### src/hw/rtl/gbc_pkg.sv
// ----------------------------------------------------------------------------
// gbc_pkg
// Shared types, register map and mode codes of the gyro bias calibrator.
// ----------------------------------------------------------------------------
package gbc_pkg;

  localparam int unsigned SampleCountDef = 50;
  localparam int unsigned SumW           = 24;
  localparam int unsigned CfgAddrW       = 5;
  localparam int unsigned CfgDataW       = 64;

  // register indexes, one 8-byte slot each
  localparam logic [1:0] RegSamplePeriod = 2'd0;
  localparam logic [1:0] RegRecalPeriod  = 2'd1;
  localparam logic [1:0] RegMotionLimit  = 2'd2;

  localparam logic [23:0] SamplePeriodRst = 24'd10000;
  localparam logic [31:0] RecalPeriodRst  = 32'd60000000;
  localparam logic [35:0] MotionLimitRst  = 36'd2621;

  // calibration modes, also reported as phase
  localparam logic [1:0] ModeCollect = 2'd0;
  localparam logic [1:0] ModeAverage = 2'd1;
  localparam logic [1:0] ModeIdle    = 2'd2;

  typedef struct packed {
    logic [23:0] sample_period_us;
    logic [31:0] recal_period_us;
    logic [35:0] motion_limit_sq;
  } cfg_t;

  typedef struct packed {
    logic [31:0]        time_us;
    logic               armed;
    logic signed [15:0] acc_x;
    logic signed [15:0] acc_y;
    logic signed [15:0] acc_z;
    logic signed [15:0] gyro_x;
    logic signed [15:0] gyro_y;
    logic signed [15:0] gyro_z;
  } in_item_t;

  typedef struct packed {
    logic signed [15:0] bias_x;
    logic signed [15:0] bias_y;
    logic signed [15:0] bias_z;
    logic signed [15:0] corr_x;
    logic signed [15:0] corr_y;
    logic signed [15:0] corr_z;
    logic [1:0]         phase;
    logic               cal_done;
    logic               cal_wanted;
  } out_item_t;

endpackage

### src/hw/rtl/gbc_apb_regs.sv
// ----------------------------------------------------------------------------
// gbc_apb_regs
// APB register file holding the pacing periods and the motion limit.
// ----------------------------------------------------------------------------
module gbc_apb_regs
  import gbc_pkg::*;
(
  input  logic                clk_i,
  input  logic                rst_ni,
  input  logic                psel,
  input  logic                penable,
  input  logic                pwrite,
  input  logic [CfgAddrW-1:0] paddr,
  input  logic [CfgDataW-1:0] pwdata,
  output logic [CfgDataW-1:0] prdata,
  output logic                pready,
  output cfg_t                cfg_o
);

  cfg_t       cfg_q;
  logic       wr_en;
  logic [1:0] reg_idx;

  assign pready  = 1'b1;
  assign wr_en   = psel && penable && pwrite;
  assign reg_idx = paddr[CfgAddrW-1:3];
  assign cfg_o   = cfg_q;

  always_ff @(posedge clk_i or negedge rst_ni) begin
    if (!rst_ni) begin
      cfg_q.sample_period_us <= SamplePeriodRst;
      cfg_q.recal_period_us  <= RecalPeriodRst;
      cfg_q.motion_limit_sq  <= MotionLimitRst;
    end else if (wr_en) begin
      unique case (reg_idx)
        RegSamplePeriod: cfg_q.sample_period_us <= pwdata[23:0];
        RegRecalPeriod:  cfg_q.recal_period_us  <= pwdata[31:0];
        RegMotionLimit:  cfg_q.motion_limit_sq  <= pwdata[35:0];
        default: ;
      endcase
    end
  end

  always_comb begin
    unique case (reg_idx)
      RegSamplePeriod: prdata = {40'd0, cfg_q.sample_period_us};
      RegRecalPeriod:  prdata = {32'd0, cfg_q.recal_period_us};
      RegMotionLimit:  prdata = {28'd0, cfg_q.motion_limit_sq};
      default:         prdata = '0;
    endcase
  end

endmodule

### config.mk
export PLATFORM = sky130hd
export DESIGN_NAME = gbc_apb_regs
export DESIGN_NICKNAME = d
export VERILOG_FILES = /design/src/hw/rtl/gbc_pkg.sv /design/src/hw/rtl/gbc_apb_regs.sv
export SDC_FILE = /design/constraint.sdc
export NUM_CORES = 1
export LEC_CHECK = 0
export BUFFER_PORTS_ARGS = -buffer_cell sky130_fd_sc_hd__clkbuf_2
export CAP_MARGIN = 20
export CORE_ASPECT_RATIO = 0.6
export CORE_MARGIN = 2
export CORE_UTILIZATION = 46
export DETAILED_ROUTE_END_ITERATION = 10
export GPL_ROUTABILITY_DRIVEN = 0
export HOLD_SLACK_MARGIN = 0.05
export PLACE_DENSITY = 0.84
export SLEW_MARGIN = 20
export SYNTH_ARGS = -nofsm -noshare
export SYNTH_HDL_FRONTEND = slang
export SYNTH_SLANG_ARGS = --single-unit
### constraint.sdc
create_clock -name clk_i -period 1.2 [get_ports clk_i]
set_input_delay 0.12 -clock clk_i [delete_from_list [all_inputs] [get_ports clk_i]]
set_output_delay 0.12 -clock clk_i [all_outputs]
set_load 0.03 [all_outputs]
==> impl_metrics.toml <==
[drt]
wl_microns = 12900
viasPerCell = 4.98
final_antenna_net_count = 0
drt_iter0_drc = 88
vias = 3483
drc = 0
wl_per_cell_microns = 18.4
drtPass1Iterations = 4

[layout]
largest_register_ffs = 92
fin_nets = 639
antennaDiodeCount = 0
final_util = 0.737
area_growth_syn_to_layout_pct = 53.4
layout_commonest_cell = "clkbuf_2"
stdcell_count = 700
final_layout_size_suffix_gt1_frac = 0.674
final_cell_mix = "clkbuf_2, dfrtp_1, mux2_2"

[outcome]
failed_checks = "setup timing"
status = "finished, violations left"

[worst_hold_path]
hp-class = "in2reg"

[yosys]
ys_top_cells_by_area = "dfrtp_1, mux2_2, dfstp_2, mux2_4, buf_4"
synth_xor_area_frac = 0
synth-seq-cells = 92
yosysWarningCount = 0
yosysTopAreaCell = "dfrtp_1"
synth-simple-area-share = 0.0367
synth.mux.area_fraction = 0.311
synth_top_cell_area_share = 0.392
syn_inst = 326
syn_area_sq_um = 4460
synth_cell_types = 20
yosys.area_share.adder = 0
synth_compound_area_frac = 0.0426
synth_area_per_cell_sq_um = 13.7
ys_seq_area_frac = 0.522
synth_top_family_by_area = "multiplexers"

[timing]
setup_violations = 42
period_share = 1.18
fin_setup_tns_ns = -4.64
period_minus_slack_ns = 1.42
slew_violations = 0
max_freq_ghz = 0.705
hold_violations = 0
rsz0062_at_grt = "yes"
setup_ws_ns = -0.218
fin_skew_ns = 0

[worst_setup_path]
arrival_ns = 1.30
critPathKind = "reg2out"
endpoint_kind = "primary output"
crit_family = "flip-flops"
start_kind = "register"
worstPathCellList = "mux2i_1, o21ai_2, clkbuf_8"
critPathSlowestCell = "dfstp_2"
critical_path_buf_inv_count = 1
critPathMaxFanout = 2
critPathMaxStageDelay_ns = 0.54
critical_path_required_ns = 1.08

[clocking]
max-clock-path-buffers = 2
path_clk_slew_ns = 0.06
cts_root_buffer = "clkbuf_16"
clock-sinks = 92
cts_made_buffers = 9
htree_levels = 3
clk_latency_ns = 0.33
cts_tree = "done"

[floorplanning]
die_h_microns = 80.3
die_x_microns = 131
ioPinCount = 231
initial_utilization = 0.480
design.die.area_sq_um = 10500
core_sq_um = 9290
row_count = 27

[power_and_ir_drop]
leakagePower_uw = 0.00345
vdd_drop_max_uv = 1230
finalPower_uw = 13500
power_density_nw_per_um2 = 1970

[global_routing]
grt_overflow = 0
grt_pass1_wl_microns = 19600
grt_max_degree = 50
grt_pass1_vias = 3690
antenna_found_initial = 0
track_usage = 0.241

[place]
dp_hpwl_microns = 8270
dp_cells = 623
post-place-ws_ns = -0.277
io_buffers = 170

[job]
cap_violations = 0
==> per-layer routing <==
layer / vias up / routed length [microns] / part of all wire / global-route usage
li1: 1563 / - / - / -
met1: 1776 / 5190 / 0.40 / 0.279
met2: 130 / 6790 / 0.53 / 0.450
met3: 14 / 735 / 0.057 / 0.0644
met4: 0 / 165 / 0.013 / 0.0620
met5: - / 0 / 0 / 0
==> worst register-to-register path: cells and delay by family, from the launching register on <==
family / cells / cell delay (ns)
flip-flops: 1 / 0.39
buffers and inverters: 2 / 0.25
multiplexers: 1 / 0.25
==> report_power, final <==
part | switching, uW | internal (uW)
clock | 1130 | 2030
sequential | 641 | 3960
combinational | 3270 | 2490
total | 5040 | 8480
==> layout make-up <==
class | instances | area [sq um]
clock buffers | 11 | 233
fillers | 609 | 2440
multi-input cells | 211 | 1980
repair buffers | 251 | 2040
well taps | 130 | 163
clock inverters | 5 | 100
flip-flops and latches | 92 | 2330
==> worst paths after layout <==
check / cells past startpoint / slack [ns] / endpoint / from
setup / recovery: 3 / -0.22 / prdata[0] / cfg_o[0]
max in group asynchronous: 3 / 0.55 / cfg_o[4] / rst_ni
setup reg to reg: 3 / 0.20 / cfg_o[7] / cfg_o[7]
min in group asynchronous: 2 / 0.14 / cfg_o[89] / rst_ni
hold reg to reg: 1 / 0.53 / cfg_o[18] / cfg_o[18]
hold / removal: 2 / 0.07 / cfg_o[68] / pwdata[0]
==> cells by family (layout without fill, tap and decap cells) <==
group	after synthesis	count (layout)
and+or+nand+nor	34	34
other	2	29
DFF	92	92
AOI/OAI and AO/OA	32	32
muxes	116	116
buffers and inverters	50	267
==> synth_stat cells (all sizes together) <==
cell,number
buf,45
mux2i,24
a22o,8
or3b,1
clkbuf,5
and2,4
dfrtp,70
nor2b,2
nor3b,1
dfstp,22
nand3,1
mux2,92
nor3,1
nand2,24
o21ai,24
conb,2
==> stage by stage <==
stage,hold WS (ns),cell area [sq um]
floorplan,-0.176,4680
global placement,-0.0692,5550
detailed placement,-0.0663,5550
CTS,0.0500,6670
global route,0.0502,6850
finish,0.0651,6850
==> timing repair <==
action | in CTS | in global routing
buffers inserted | 19 | 15
pin swaps | 5 | 2
endpoints found under the setup margin | 54 | 59
resized for setup | 83 | 49
endpoints found under the hold margin | 130 | 0
hold buffers | 29 | 0
No activity file was read; power rests on OpenSTA's default activity.
