## src/hw/rtl/gbc_pkg.sv

```systemverilog
// ----------------------------------------------------------------------------
// gbc_pkg
// Shared types, register map and mode codes of the gyro bias calibrator.
// ----------------------------------------------------------------------------
package gbc_pkg;

  localparam int unsigned SampleCountDef = 50;
  localparam int unsigned SumW           = 24;
  localparam int unsigned CfgAddrW       = 5;
  localparam int unsigned CfgDataW       = 64;

  // register indexes, one 8-byte slot each
  localparam logic [1:0] RegSamplePeriod = 2'd0;
  localparam logic [1:0] RegRecalPeriod  = 2'd1;
  localparam logic [1:0] RegMotionLimit  = 2'd2;

  localparam logic [23:0] SamplePeriodRst = 24'd10000;
  localparam logic [31:0] RecalPeriodRst  = 32'd60000000;
  localparam logic [35:0] MotionLimitRst  = 36'd2621;

  // calibration modes, also reported as phase
  localparam logic [1:0] ModeCollect = 2'd0;
  localparam logic [1:0] ModeAverage = 2'd1;
  localparam logic [1:0] ModeIdle    = 2'd2;

  typedef struct packed {
    logic [23:0] sample_period_us;
    logic [31:0] recal_period_us;
    logic [35:0] motion_limit_sq;
  } cfg_t;

  typedef struct packed {
    logic [31:0]        time_us;
    logic               armed;
    logic signed [15:0] acc_x;
    logic signed [15:0] acc_y;
    logic signed [15:0] acc_z;
    logic signed [15:0] gyro_x;
    logic signed [15:0] gyro_y;
    logic signed [15:0] gyro_z;
  } in_item_t;

  typedef struct packed {
    logic signed [15:0] bias_x;
    logic signed [15:0] bias_y;
    logic signed [15:0] bias_z;
    logic signed [15:0] corr_x;
    logic signed [15:0] corr_y;
    logic signed [15:0] corr_z;
    logic [1:0]         phase;
    logic               cal_done;
    logic               cal_wanted;
  } out_item_t;

endpackage

```

## src/hw/rtl/gbc_motion.sv

```systemverilog
// ----------------------------------------------------------------------------
// gbc_motion
// Squared distance of the accel vector from the still reference, vs. limit.
// ----------------------------------------------------------------------------
module gbc_motion
  import gbc_pkg::*;
(
  input  logic signed [15:0] still_ref_i [3],
  input  logic signed [15:0] acc_i       [3],
  input  logic        [35:0] limit_i,
  output logic               still_o
);

  logic signed [16:0] diff [3];
  logic signed [33:0] sq   [3];
  logic        [33:0] sq_sum;

  always_comb begin
    for (int i = 0; i < 3; i++) begin
      diff[i] = {still_ref_i[i][15], still_ref_i[i]} - {acc_i[i][15], acc_i[i]};
      sq[i]   = 34'(diff[i]) * 34'(diff[i]);
    end
    // each square is below 2^32, the sum below 2^34
    sq_sum = {2'b00, sq[0][31:0]} + {2'b00, sq[1][31:0]} + {2'b00, sq[2][31:0]};
  end

  assign still_o = {2'b00, sq_sum} < limit_i;

endmodule

```

## src/hw/rtl/gbc_avg.sv

```systemverilog
// ----------------------------------------------------------------------------
// gbc_avg
// Rounded division of a rate sum by the sample count, clamped to 16 bits.
// ----------------------------------------------------------------------------
module gbc_avg
  import gbc_pkg::*;
#(
  parameter int unsigned SampleCount = SampleCountDef
) (
  input  logic signed [SumW-1:0] sum_i,
  output logic signed [15:0]     avg_o
);

  // exact floor(m / SampleCount) for any m below 2^SumW
  localparam int unsigned    ShL    = $clog2(SampleCount);
  localparam int unsigned    Sh     = SumW + ShL;
  localparam int unsigned    RecipW = SumW + 2;
  localparam longint unsigned Recip =
      ((64'd1 << Sh) + 64'(SampleCount) - 64'd1) / 64'(SampleCount);
  localparam int unsigned    Half   = SampleCount / 2;

  logic                     neg;
  logic [SumW-1:0]          mag;
  logic [SumW-1:0]          num;
  logic [SumW+RecipW-1:0]   prod;
  logic [SumW-1:0]          quo;
  logic signed [SumW:0]     quo_s;

  always_comb begin
    neg   = sum_i[SumW-1];
    mag   = neg ? SumW'(-sum_i) : SumW'(sum_i);
    num   = mag + SumW'(Half);
    prod  = (SumW+RecipW)'(num) * (SumW+RecipW)'(RecipW'(Recip));
    quo   = SumW'(prod >> Sh);
    // ties go away from zero since the magnitude is rounded
    quo_s = neg ? -$signed({1'b0, quo}) : $signed({1'b0, quo});
    if (quo_s > (SumW+1)'(32767)) begin
      avg_o = 16'sh7fff;
    end else if (quo_s < -(SumW+1)'(32768)) begin
      avg_o = -16'sh8000;
    end else begin
      avg_o = quo_s[15:0];
    end
  end

endmodule

```

## src/hw/rtl/gbc_core.sv

```systemverilog
// ----------------------------------------------------------------------------
// gbc_core
// Calibration state and its per-item update; builds the result item.
// ----------------------------------------------------------------------------
module gbc_core
  import gbc_pkg::*;
#(
  parameter int unsigned SampleCount = SampleCountDef
) (
  input  logic      clk_i,
  input  logic      rst_ni,
  input  logic      fire_i,
  input  in_item_t  item_i,
  input  cfg_t      cfg_i,
  output out_item_t res_o
);

  localparam int unsigned TallyW = $clog2(SampleCount + 1);

  logic [1:0]             mode_q, mode_d, mode_cur;
  logic [TallyW-1:0]      tally_q, tally_d;
  logic signed [SumW-1:0] sums_q [3];
  logic signed [SumW-1:0] sums_d [3];
  logic signed [15:0]     still_ref_q [3];
  logic signed [15:0]     still_ref_d [3];
  logic signed [15:0]     offs_q [3];
  logic signed [15:0]     offs_d [3];
  logic signed [15:0]     avg [3];
  logic [31:0]            stamp_q, stamp_d;
  logic                   recal_q, recal_d;
  logic                   done;

  logic signed [15:0] acc  [3];
  logic signed [15:0] gyro [3];
  logic signed [15:0] corr [3];
  logic signed [16:0] diff [3];
  logic [31:0]        elapsed;
  logic               sample_due;
  logic               recal_due;
  logic               still;

  assign acc[0]  = item_i.acc_x;
  assign acc[1]  = item_i.acc_y;
  assign acc[2]  = item_i.acc_z;
  assign gyro[0] = item_i.gyro_x;
  assign gyro[1] = item_i.gyro_y;
  assign gyro[2] = item_i.gyro_z;

  gbc_motion u_motion (
    .still_ref_i (still_ref_q),
    .acc_i       (acc),
    .limit_i     (cfg_i.motion_limit_sq),
    .still_o     (still)
  );

  for (genvar g = 0; g < 3; g++) begin : gen_avg
    gbc_avg #(
      .SampleCount (SampleCount)
    ) u_avg (
      .sum_i (sums_q[g]),
      .avg_o (avg[g])
    );
  end

  assign mode_cur   = (mode_q == ModeCollect || mode_q == ModeAverage) ? mode_q : ModeIdle;
  assign elapsed    = item_i.time_us - stamp_q;
  assign sample_due = elapsed >= {8'd0, cfg_i.sample_period_us};
  assign recal_due  = elapsed >= cfg_i.recal_period_us;

  always_comb begin
    mode_d      = mode_cur;
    tally_d     = tally_q;
    sums_d      = sums_q;
    still_ref_d = still_ref_q;
    offs_d      = offs_q;
    stamp_d     = stamp_q;
    recal_d     = recal_q;
    done        = 1'b0;

    unique case (mode_cur)
      ModeCollect: begin
        if (item_i.armed) begin
          mode_d = ModeIdle;
        end else if (sample_due) begin
          stamp_d = item_i.time_us;
          if (!still) begin
            // motion: restart from the new accel
            still_ref_d = acc;
            for (int i = 0; i < 3; i++) sums_d[i] = '0;
            tally_d = '0;
          end else if (tally_q < TallyW'(SampleCount)) begin
            for (int i = 0; i < 3; i++) begin
              sums_d[i] = sums_q[i] + SumW'(gyro[i]);
            end
            tally_d = tally_q + TallyW'(1);
          end else begin
            mode_d = ModeAverage;
          end
        end
      end
      ModeAverage: begin
        offs_d  = avg;
        mode_d  = ModeIdle;
        recal_d = 1'b0;
        done    = 1'b1;
      end
      default: begin
        if (item_i.armed) begin
          recal_d = 1'b1;
        end else begin
          if (recal_due) begin
            stamp_d = item_i.time_us;
          end
          if (recal_due || recal_q) begin
            recal_d     = 1'b1;
            mode_d      = ModeCollect;
            still_ref_d = acc;
            for (int i = 0; i < 3; i++) sums_d[i] = '0;
            tally_d = '0;
          end
        end
      end
    endcase
  end

  // corrected rate uses the offsets after this transaction
  always_comb begin
    for (int i = 0; i < 3; i++) begin
      diff[i] = {gyro[i][15], gyro[i]} - {offs_d[i][15], offs_d[i]};
      if (diff[i][16] != diff[i][15]) begin
        corr[i] = diff[i][16] ? -16'sh8000 : 16'sh7fff;
      end else begin
        corr[i] = diff[i][15:0];
      end
    end
  end

  always_comb begin
    res_o.bias_x     = offs_d[0];
    res_o.bias_y     = offs_d[1];
    res_o.bias_z     = offs_d[2];
    res_o.corr_x     = corr[0];
    res_o.corr_y     = corr[1];
    res_o.corr_z     = corr[2];
    res_o.phase      = mode_d;
    res_o.cal_done   = done;
    res_o.cal_wanted = recal_d;
  end

  always_ff @(posedge clk_i or negedge rst_ni) begin
    if (!rst_ni) begin
      mode_q  <= ModeCollect;
      tally_q <= '0;
      stamp_q <= '0;
      recal_q <= 1'b0;
      for (int i = 0; i < 3; i++) begin
        sums_q[i]      <= '0;
        still_ref_q[i] <= '0;
        offs_q[i]      <= '0;
      end
    end else if (fire_i) begin
      mode_q      <= mode_d;
      tally_q     <= tally_d;
      stamp_q     <= stamp_d;
      recal_q     <= recal_d;
      sums_q      <= sums_d;
      still_ref_q <= still_ref_d;
      offs_q      <= offs_d;
    end
  end

endmodule

```

## config.mk

```make
export PLATFORM = sky130hd
export DESIGN_NAME = gbc_core
export DESIGN_NICKNAME = d
export VERILOG_FILES = /design/src/hw/rtl/gbc_pkg.sv /design/src/hw/rtl/gbc_motion.sv /design/src/hw/rtl/gbc_avg.sv /design/src/hw/rtl/gbc_core.sv
export SDC_FILE = /design/constraint.sdc
export NUM_CORES = 2
export LEC_CHECK = 0
export BUFFER_PORTS_ARGS = -buffer_cell sky130_fd_sc_hd__buf_4
export CORE_ASPECT_RATIO = 2
export CORE_MARGIN = 3
export CORE_UTILIZATION = 40
export DETAILED_ROUTE_END_ITERATION = 7
export PLACE_DENSITY = 0.66
export REMOVE_ABC_BUFFERS = 1
export SLEW_MARGIN = 10
export SYNTH_ARGS = -nofsm -noshare
export SYNTH_HDL_FRONTEND = slang
export SYNTH_HIERARCHICAL = 1
export SYNTH_SLANG_ARGS = --single-unit
```

## constraint.sdc

```tcl
create_clock -name clk_i -period 26 [get_ports clk_i]
set_input_delay 5.2 -clock clk_i [delete_from_list [all_inputs] [get_ports clk_i]]
set_output_delay 5.2 -clock clk_i [all_outputs]
set_load 0.01 [all_outputs]
```

==> results by group <==
Timing
  • Clock Skews: 0.0468 ns
  • Max Freq: 41.5 MHz
  • Max Slew Vio Count: 0
  • RSZ-0062 raised after global routing: no
  • Finish-stage setup viols: 0
  • Setup TNS: 0 ns
  • Hold Worst Slack: 0.500 ns
  • Min Tclk post-route: 24.10 ns
  • Final hold violations: 0
  • Slew @ Worst Pin: 1.32 ns
  • Max_slew headroom: 0.116
  • Fin crit share: 0.927

Min path
  • HP Class: register to register
  • Hold path depth: 1

Critical path
  • Worst path max stage delay: 0.61 ns
  • WP depth: 57
  • Worst Path Max Fanout: 13
  • Nature of the critical path startpoint: input pin
  • Crit Path Category: input pin to output port
  • CP delay by family, top: adder cells
  • Critical path endpoint category: output port
  • CP required: 20.80 ns
  • CP arrival: 18.90 ns
  • Worst path bufs/invs: 10
  • Critical path's slowest cell: o21ai_0
  • Cells on worst reg2reg path: 61

Clocking
  • Post-CTS Setup Inserts: 0
  • Htree depth: 1
  • Clock Latency Late Sink: 0.65 ns
  • CTS tree: yes
  • Clock buffer depth: 3
  • Root buffer cell: clkbuf_16
  • Sink Count: 209
  • Hold buffers post-CTS: 0
  • Clk pin slew, worst setup/hold paths: 0.05 ns
  • Resized Gates After CTS: 0
  • Number of buffers created by CTS: 28

Route
  • Initial drt markers: 3276
  • WL/cell: 21.2 µm
  • Final wirelength: 271000 µm
  • DRC viols: 0
  • Final antenna-violating net count: 0
  • DR vias: 69245
  • Vias/cell: 5.41
  • DR pass1 iterations: 5

Synth
  • Average size of a mapped cell: 8.83 µm²
  • Post-Synthesis Cell Area: 86000 µm²
  • Post-synthesis cell type count: 116
  • Ys async rst share: 1.00
  • Mux share of post-synthesis cell area: 0.0196
  • Compound-Gate Fraction of Synth Area: 0.124
  • Register bit count reported by yosys: 209
  • Post-synth EDFFs: 0
  • Post-Synth XOR/XNOR Area: 0.0557
  • Post-synthesis sequential area ratio: 0.0608
  • Main combinational cell family by area after synthesis: adder cells
  • Synthesized-area fraction occupied by adder cells: 0.518
  • Synthesized instance count: 9741
  • Share of the synthesized area in the top cell type: 0.328
  • Ys flop type: dfrtp_1
  • Simple-gate area share of the yosys netlist: 0.109
  • Yosys top cell by area: fa_1
  • Top post-synthesis cells by area: fa_1 (33%), ha_1 (19%), inv_1 (10%)
  • Yosys warnings: 6

Floorplanning
  • Cell Rows: 240
  • Die H: 662 µm
  • Top Ports: 324
  • Initial Util: 0.402
  • Area of the core: 214000 µm²
  • Die ar.: 221000 µm²
  • Die span in x: 334 µm

Global route
  • Vias in the first global route: 76546
  • Grt ovf: 0
  • Initial antenna violation count: 16
  • Largest net degree at the start of global routing: 82
  • First-pass GRT wire length: 421000 µm
  • GRT Overall Usage: 0.246

Finish
  • Final-layout fill cell count: 21099
  • Post-route cell area: 92800 µm²
  • Share of layout cells above drive strength 1: 0.0720
  • Synth-to-layout area growth: 7.84%
  • Fin nets: 12916
  • Area of the multi-input gates: 71100 µm²
  • Register area: 5230 µm²

Placed design
  • Dpl cell area: 91700 µm²
  • RePlAce Congestion: 0.986
  • Hpwl dp: 238000 µm
  • I/O Buffers: 323

Flow run
  • MaxCap Viol Count: 0

Run status
  • Status: finished clean
-- state kept, by name, summed over array words and instances (netlist names) --
signal,flops
recal_q,1
still_ref_q,48
mode_q,2
stamp_q,32
sums_q,72
offs_q,48
tally_q,6
-- final timing paths --
check / slack (ns) / start / end
hold reg to reg: 0.50 / still_ref_q[44] / still_ref_q[44]
min in group asynchronous: 4.47 / rst_ni / still_ref_q[0]
hold / removal: 0.50 / still_ref_q[44] / still_ref_q[44]
setup reg to reg: 10.47 / still_ref_q[16] / still_ref_q[4]
max in group asynchronous: 19.48 / rst_ni / sums_q[41]
setup / recovery: 1.90 / item_i[66] / res_o[2]
-- cells in the mapped netlist (all sizes together) (33+ instances only) --
cell type	n
mux2	96
inv	2318
mux2i	60
o31ai	98
a211oi	54
o21ai	314
and3	38
a22oi	40
nand2b	76
nor2b	65
o211ai	45
a21o	151
o21a	87
nor3	107
o21bai	42
buf	67
dfrtp	209
a31oi	50
clkbuf	146
xnor2	277
nor2	619
or2	51
and2	44
fa	1408
a21oi	447
nor4	33
nand3	104
nand2	630
ha	1308
xor2	260
nand4	76
or3	46
-- stage by stage --
stage | std cells | utilization | setup WS, ns
final | 12789 | 0.434 | 1.90
after global routing | 12786 | 0.434 | 0.945
after CTS | 12780 | 0.434 | 1.78
after detailed placement | 12729 | 0.429 | 1.85
after global placement | 12729 | 0.429 | 1.96
after floorplan | 9528 | - | 4.14
-- final cells by class --
| class | instances | share of cell area |
|---|---|---|
| multi-input combinational | 6991 | 0.767 |
| inverter | 2328 | 0.0943 |
| sequential | 209 | 0.0564 |
| tap | 2783 | 0.0375 |
| timing repair buffer | 418 | 0.0339 |
| clock buffer | 38 | 0.00873 |
| clock inverter | 13 | 0.00204 |
| antenna | 9 | 0.000243 |
-- layer usage --
metal  vias to the layer above  track usage  share of wire
met3                       922       0.0323          0.047
met4                        12        0.180          0.088
met5                         -            0        0.00030
met1                     34445        0.235           0.33
met2                      2084        0.477           0.54
li1                      31782            -              -
-- placed cells by master, fill, tap and decap left out, types with 23 or more instances in the layout --
master / netlist / routed
a211oi_1: 52 / 52
a21boi_0: 23 / 23
a21o_1: 151 / 151
a21oi_1: 438 / 438
a31oi_1: 47 / 47
and2_1: 41 / 42
and3_1: 38 / 38
buf_4: 6 / 417
clkbuf_16: 0 / 29
dfrtp_1: 209 / 209
fa_1: 1408 / 1408
ha_1: 1308 / 1308
inv_1: 2314 / 2314
mux2_2: 85 / 85
mux2i_1: 60 / 60
nand2_1: 630 / 629
nand2b_1: 75 / 75
nand3_1: 102 / 102
nand4_1: 73 / 73
nor2_1: 618 / 617
nor2b_1: 62 / 62
nor3_1: 107 / 107
nor4_1: 33 / 33
o211ai_1: 42 / 42
o21a_1: 87 / 87
o21ai_0: 280 / 279
o21bai_1: 42 / 42
o31ai_1: 98 / 98
o41ai_1: 25 / 25
or2_2: 45 / 45
or3_1: 46 / 46
xnor2_1: 271 / 268
xor2_1: 257 / 254
-- logic make-up (layout without fill, tap and decap cells) --
logic type	after synthesis	after routing
adders and majority gates	2716	2716
buffers and inverters	2541	2797
and+or+nand+nor	1994	1994
AOI/OAI and AO/OA	1588	1588
xor gates and xnor gates	537	537
DFF	209	209
muxes	156	156
other	0	9
-- worst register-to-register path, delay by kind of cell (launching register included) --
family	cells	cell delay [ns]
compound gates	20	4.21
mux	1	0.53
flops	1	0.38
simple gates	16	3.62
fa+ha+maj	12	5.05
buf+inv	9	1.21
xor+xnor	3	0.45
Power is left out: the tool's default activity adds up to more than one toggle a clock period on the data nets, which glitch-free logic cannot reach.
